`config.mk`:
```
export PLATFORM = sky130hd
export DESIGN_NAME = sms_select
export DESIGN_NICKNAME = d
export VERILOG_FILES = /design/src/rtl/core/sms_pkg.sv /design/src/rtl/core/sms_select.sv
export SDC_FILE = /design/constraint.sdc
export NUM_CORES = 1
export LEC_CHECK = 0
export BUFFER_PORTS_ARGS = -buffer_cell sky130_fd_sc_hd__buf_4
export CORE_MARGIN = 4
export CORE_UTILIZATION = 40
export CTS_CLUSTER_SIZE = 30
export DETAILED_ROUTE_END_ITERATION = 7
export PLACE_DENSITY = 0.65
export REMOVE_ABC_BUFFERS = 1
export SETUP_SLACK_MARGIN = 0.05
export SKIP_CTS_REPAIR_TIMING = 1
export SLEW_MARGIN = 20
export SYNTH_ARGS = -nofsm -noshare
export SYNTH_HDL_FRONTEND = slang
export SYNTH_SLANG_ARGS = --single-unit
```
`constraint.sdc`:
```
create_clock -name clock -period 15.8 [get_ports clock]
set_input_delay 0.79 -clock clock [delete_from_list [all_inputs] [get_ports clock]]
set_output_delay 0.79 -clock clock [all_outputs]
set_load 0.01 [all_outputs]
```
`src/rtl/core/sms_pkg.sv`:
```
`timescale 1ns / 1ps
// ----------------------------------------------------------------------------
// sms_pkg
// Shared types, constants and helpers of the sigma-clipped median stack.
// ----------------------------------------------------------------------------
package sms_pkg;

   // fixed geometry of one word
   localparam int NumInputs = 8;
   localparam int SampleW   = 16;
   localparam int CountW    = 4;
   localparam int CsrDataW  = 4;
   localparam int CsrIndexW = 8;

   // widths of the exact moment arithmetic
   localparam int SumW  = SampleW + 3;      // sum of samples
   localparam int SqW   = 2 * SampleW;      // one square
   localparam int QW    = SqW + 3;          // sum of squares
   localparam int NvW   = SampleW + CountW; // n * v
   localparam int VarW  = QW + CountW;      // n*Q - S^2
   localparam int D2W   = 2 * NvW;          // (n*v - S)^2
   localparam int K2W   = 2 * CsrDataW;     // k^2
   localparam int LimW  = VarW + K2W;       // k^2 * var

   // configuration register indexes
   localparam logic [CsrIndexW-1:0] CsrClipK       = CsrIndexW'(0);
   localparam logic [CsrIndexW-1:0] CsrClipMinCount = CsrIndexW'(1);

   // reset values of the registers
   localparam logic [CsrDataW-1:0] ClipKReset        = CsrDataW'(2);
   localparam logic [CsrDataW-1:0] ClipMinCountReset = CsrDataW'(3);

   typedef logic [SampleW-1:0]   sample_type;
   typedef sample_type [NumInputs-1:0] sample_vec_type;
   typedef logic [NumInputs-1:0] lane_mask_type;
   typedef logic [CountW-1:0]    count_type;

   // word handed from the statistics pipe to the selection pipe
   typedef struct packed {
      sample_vec_type                  vals;
      lane_mask_type                   mask;
      logic                            clip;
      logic [LimW-1:0]                 lim;
      logic [NumInputs-1:0][D2W-1:0]   d2;
   } stat_type;

   // number of set bits in a lane mask
   function automatic count_type count_ones(input lane_mask_type bits);
      count_type cnt;
      cnt = '0;
      for (int i = 0; i < NumInputs; i++) begin
         cnt = cnt + count_type'(bits[i]);
      end
      return cnt;
   endfunction

endpackage

```
`src/rtl/core/sms_select.sv`:
```
`timescale 1ns / 1ps
// ----------------------------------------------------------------------------
// sms_select
// Three-stage pipe: keep decision with fallback, pairwise rank compare, and
// selection of the upper median into the output register.
// ----------------------------------------------------------------------------
module sms_select (
   input  logic                clock,
   input  logic                reset,
   input  logic                in_valid,
   output logic                in_ready,
   input  sms_pkg::stat_type   in_stat,
   output logic                out_valid,
   input  logic                out_ready,
   output sms_pkg::sample_type out_median,
   output sms_pkg::count_type  out_count
);
   import sms_pkg::*;

   localparam int Stages = 3;

   logic [Stages:1] vld_ff;
   logic [Stages:1] adv;

   // stage 1: kept lanes
   sample_vec_type vals1_ff;
   lane_mask_type  keep1_ff, keep1_in;
   count_type      m1_ff, m1_in;

   // stage 2: lt[i][j] set when kept lane j sorts ahead of lane i
   sample_vec_type                     vals2_ff;
   lane_mask_type                      keep2_ff;
   count_type                          m2_ff;
   logic [NumInputs-1:0][NumInputs-1:0] lt2_ff, lt2_in;

   // stage 3: output register
   sample_type median3_ff, median3_in;
   count_type  m3_ff;

   lane_mask_type clipped;

   always_comb begin
      adv[Stages] = !vld_ff[Stages] || out_ready;
      for (int s = Stages - 1; s >= 1; s--) begin
         adv[s] = !vld_ff[s] || adv[s+1];
      end
   end

   assign in_ready   = adv[1];
   assign out_valid  = vld_ff[Stages];
   assign out_median = median3_ff;
   assign out_count  = m3_ff;

   always_ff @(posedge clock) begin
      if (reset) begin
         vld_ff <= '0;
      end else begin
         if (adv[1]) vld_ff[1] <= in_valid;
         for (int s = 2; s <= Stages; s++) begin
            if (adv[s]) vld_ff[s] <= vld_ff[s-1];
         end
      end
   end

   // keep test, falling back to all valid lanes when nothing survives
   always_comb begin
      for (int i = 0; i < NumInputs; i++) begin
         clipped[i] = in_stat.mask[i] && in_stat.clip &&
                      (LimW'(in_stat.d2[i]) <= in_stat.lim);
      end
      if (clipped == '0) begin
         keep1_in = in_stat.mask;
      end else begin
         keep1_in = clipped;
      end
      m1_in = count_ones(keep1_in);
   end

   // pairwise order, lane index breaks ties
   always_comb begin
      for (int i = 0; i < NumInputs; i++) begin
         for (int j = 0; j < NumInputs; j++) begin
            lt2_in[i][j] = keep1_ff[j] &&
                           ((vals1_ff[j] < vals1_ff[i]) ||
                            ((vals1_ff[j] == vals1_ff[i]) && (j < i)));
         end
      end
   end

   // the kept lane whose rank is m/2 is the upper median
   always_comb begin
      median3_in = '0;
      for (int i = 0; i < NumInputs; i++) begin
         if (keep2_ff[i] && (count_ones(lt2_ff[i]) == (m2_ff >> 1))) begin
            median3_in = median3_in | vals2_ff[i];
         end
      end
   end

   always_ff @(posedge clock) begin
      if (adv[1]) begin
         vals1_ff <= in_stat.vals;
         keep1_ff <= keep1_in;
         m1_ff    <= m1_in;
      end
      if (adv[2]) begin
         vals2_ff <= vals1_ff;
         keep2_ff <= keep1_ff;
         m2_ff    <= m1_ff;
         lt2_ff   <= lt2_in;
      end
      if (adv[3]) begin
         median3_ff <= median3_in;
         m3_ff      <= m2_ff;
      end
   end

endmodule

```
==> metrics.yaml <==
cts:
  cts_buffer_depth: 3
  numClockSinks: 359
  clkLatencyLatePin_ps: 570
  cts_made_buffers: 37
  clk_pin_slew_ps: 60
  cts_tree: "done"
  cts_root_buf: "clkbuf_16"
  htree_levels: 2
timing:
  slew_headroom_pct: 25.7
  hold_violations: 0
  setup_violations: 0
  finClkSkew_ps: 31.9
  grt_setup_unrepaired: "no"
  worst_pin_slew_ps: 1110
  maxSlewViolCount: 0
  fin_crit_sh_pct: 39.5
  final.setup.tns_ps: 0
  min_period_ps: 6240
  fmax_mhz: 160
synth:
  synth_common_cells: "ha_1 (802), edfxtp_1 (356), inv_1 (233), a21oi_1 (217), a21o_1 (209)"
  postSynthCellCount: 2812
  synthesis.area_um2: 30800
  ys_warn_count: 0
  synth_mux_area_share_pct: 0.102
  ys_async_sr_fraction_pct: 0
  synth.largest_area_cell: "edfxtp_1"
  yosys.cell_count.top_type: "ha_1"
  synth_simple_gate_area_share_pct: 10.3
  synth_compound_area_share_pct: 16.4
  synth_top_family_by_area: "adder cells"
  synthDistinctLibCells: 71
  synth.avg_cell_area_um2: 11.0
  ys.flop_type: "edfxtp_1"
  synth-seq-area-share_pct: 34.9
  synthAdderAreaFrac_pct: 34.5
  synth_top_area_share_pct: 34.7
  synth-seq-cells: 359
  synthTopCellsByArea: "edfxtp_1 (35%), ha_1 (33%), a21o_1 (5.1%)"
  synth_edf_count: 356
  synth_xor_area_share_pct: 0.711
drt:
  drt_first_pass_iters: 6
  drt_iter0_drc: 1924
  viasPerCell: 5.75
  drc: 0
  wl_per_cell_um: 27.1
  antenna_left: 0
  wl_um: 120000
  num_vias: 25600
setup_path:
  cp_data_required_time_ps: 16110
  ff2ff_path_depth: 15
  cp_max_fo: 8
  startpoint_type: "input port"
  worstReg2RegStart: "lt2_ff[8]"
  startpoint: "in_stat[349]"
  crit_path_end_kind: "flop"
  r2r_slack_ps: 11560
  worstSetupPathType: "input port to flop"
  cp.arrival_ps: 6560
global_route:
  grtUsageMet1_pct: 33.3
  groute.usage.overall_pct: 28.7
  globalRouteMet2Util_pct: 49.5
  grt_max_degree: 122
  antenna_found_initial: 12
  met3_usage_pct: 5.48
  gr-total-overflow: 0
  grt_pass1_vias: 25700
  top_usage_layer: "met2"
  grt_pass1_wl_um: 171000
floorplan:
  die_h_um: 285
  ios: 530
  initial_core_util_pct: 40.5
  die-area_um2: 81500
  placementRows: 101
  die_w_um: 285
  core_area_um2: 76100
cells_and_area:
  final_util_pct: 49.2
  layout-drive-gt1-share_pct: 18.3
  area_growth_pct: 21.5
  fillers: 7115
  fin_nets: 4716
power_and_ir_drop:
  vdd_drop_max_uv: 57.0
  leakagePower_nw: 18.4
  cellPowerDensity_nw_per_um2: 84.4
worst_hold_path:
  hold_depth: 1
  holdCritStartpoint: "in_stat[503]"
  hold_class: "input port to flop"
run:
  cap_violations: 0
placed_design:
  place_hpwl_um: 97800
  gp_congestion: 0.993
  portBuffers: 529
status:
  run_status: "complete, no violations"
-- flip-flops by register name, indices dropped and copies added (netlist names) --
| name | count |
|---|---|
| out_count | 4 |
| keep2_ff | 8 |
| lt2_ff | 56 |
| keep1_ff | 8 |
| out_median | 16 |
| vals1_ff | 128 |
| vld_ff | 3 |
| m2_ff | 4 |
| vals2_ff | 128 |
| m1_ff | 4 |
-- cell usage in the layout, fill, tap and decap left out, types with 52 or more instances in the layout --
cell	count
a22oi_1	66
nand3_1	52
nand4_1	162
nand2_1	101
ha_1	802
inv_1	231
a21oi_1	217
edfxtp_1	356
nor2_1	95
a21o_1	209
o21ai_0	82
buf_4	547
-- layout make-up --
cell class                 count  area, µm²  area share [%]
inverter                     233        882            2.36
antenna                       11       27.5          0.0736
timing repair buffer         547       4110            11.0
clock inverter                26        275           0.736
multi-input combinational   2199      19100            51.1
sequential                   359      10800            28.7
clock buffer                  41        983            2.63
tap                         1030       1290            3.44
-- through the flow --
stage	std cells	worst slack (ps)	hold WS [ps]	instance area, µm²	power (mW)
floorplan	2791	10050	400	30700	1.79
global placement	4367	9100	401	36100	2.24
detailed placement	4368	9050	411	36100	2.25
CTS	4435	9660	369	37400	3.17
global route	4440	9380	378	37400	3.34
finish	4446	9560	397	37400	3.16
-- worst max-delay path: stages --
cell and delay, ps:
buf_4 80, inv_1 200, ha_1 410, nand4_1 520, nor3_1 1070, nand2_1 120, o211ai_1 140, a21oi_1 130
o21ai_2 290, nand3_2 190, o31a_1 360, fa_1 530, inv_1 50, fa_1 460, fa_1 490, ha_1 160
inv_1 50, fa_1 370, xnor2_1 130
-- logic make-up (layout without fill, tap and decap cells) --
family / count (synthesis) / in the layout
AO/OA/AOI/OAI: 759 / 759
XOR/XNOR: 25 / 25
adder cells (fa/ha/maj): 831 / 831
buffers and inverters: 254 / 847
flip-flops: 359 / 359
multiplexers: 3 / 3
other: 1 / 12
AND/OR/NAND/NOR: 580 / 580
-- worst paths after layout --
check,endpoint
worst max-delay path,m1_ff[2]
worst min-delay path,vals1_ff[127]
worst min register to register,m2_ff[0]
worst max register to register,out_median[10]
-- report_power, final --
| group | switching [mW] | internal [mW] | leakage (nW) | total, mW |
|---|---|---|---|---|
| Combinational | 0.553 | 0.439 | 13.9 | 0.992 |
| Sequential | 0.0945 | 1.16 | 3.89 | 1.25 |
| Clock | 0.382 | 0.534 | 0.595 | 0.916 |
| Total | 1.03 | 2.13 | 18.4 | 3.16 |
-- routing by layer --
metal | up-vias | routed length (µm)
li1 | 12100 | -
met1 | 12100 | 45500
met2 | 1032 | 58000
met3 | 261 | 8480
met4 | 0 | 8300
met5 | - | 0
Power figures use the tool's default switching activity.
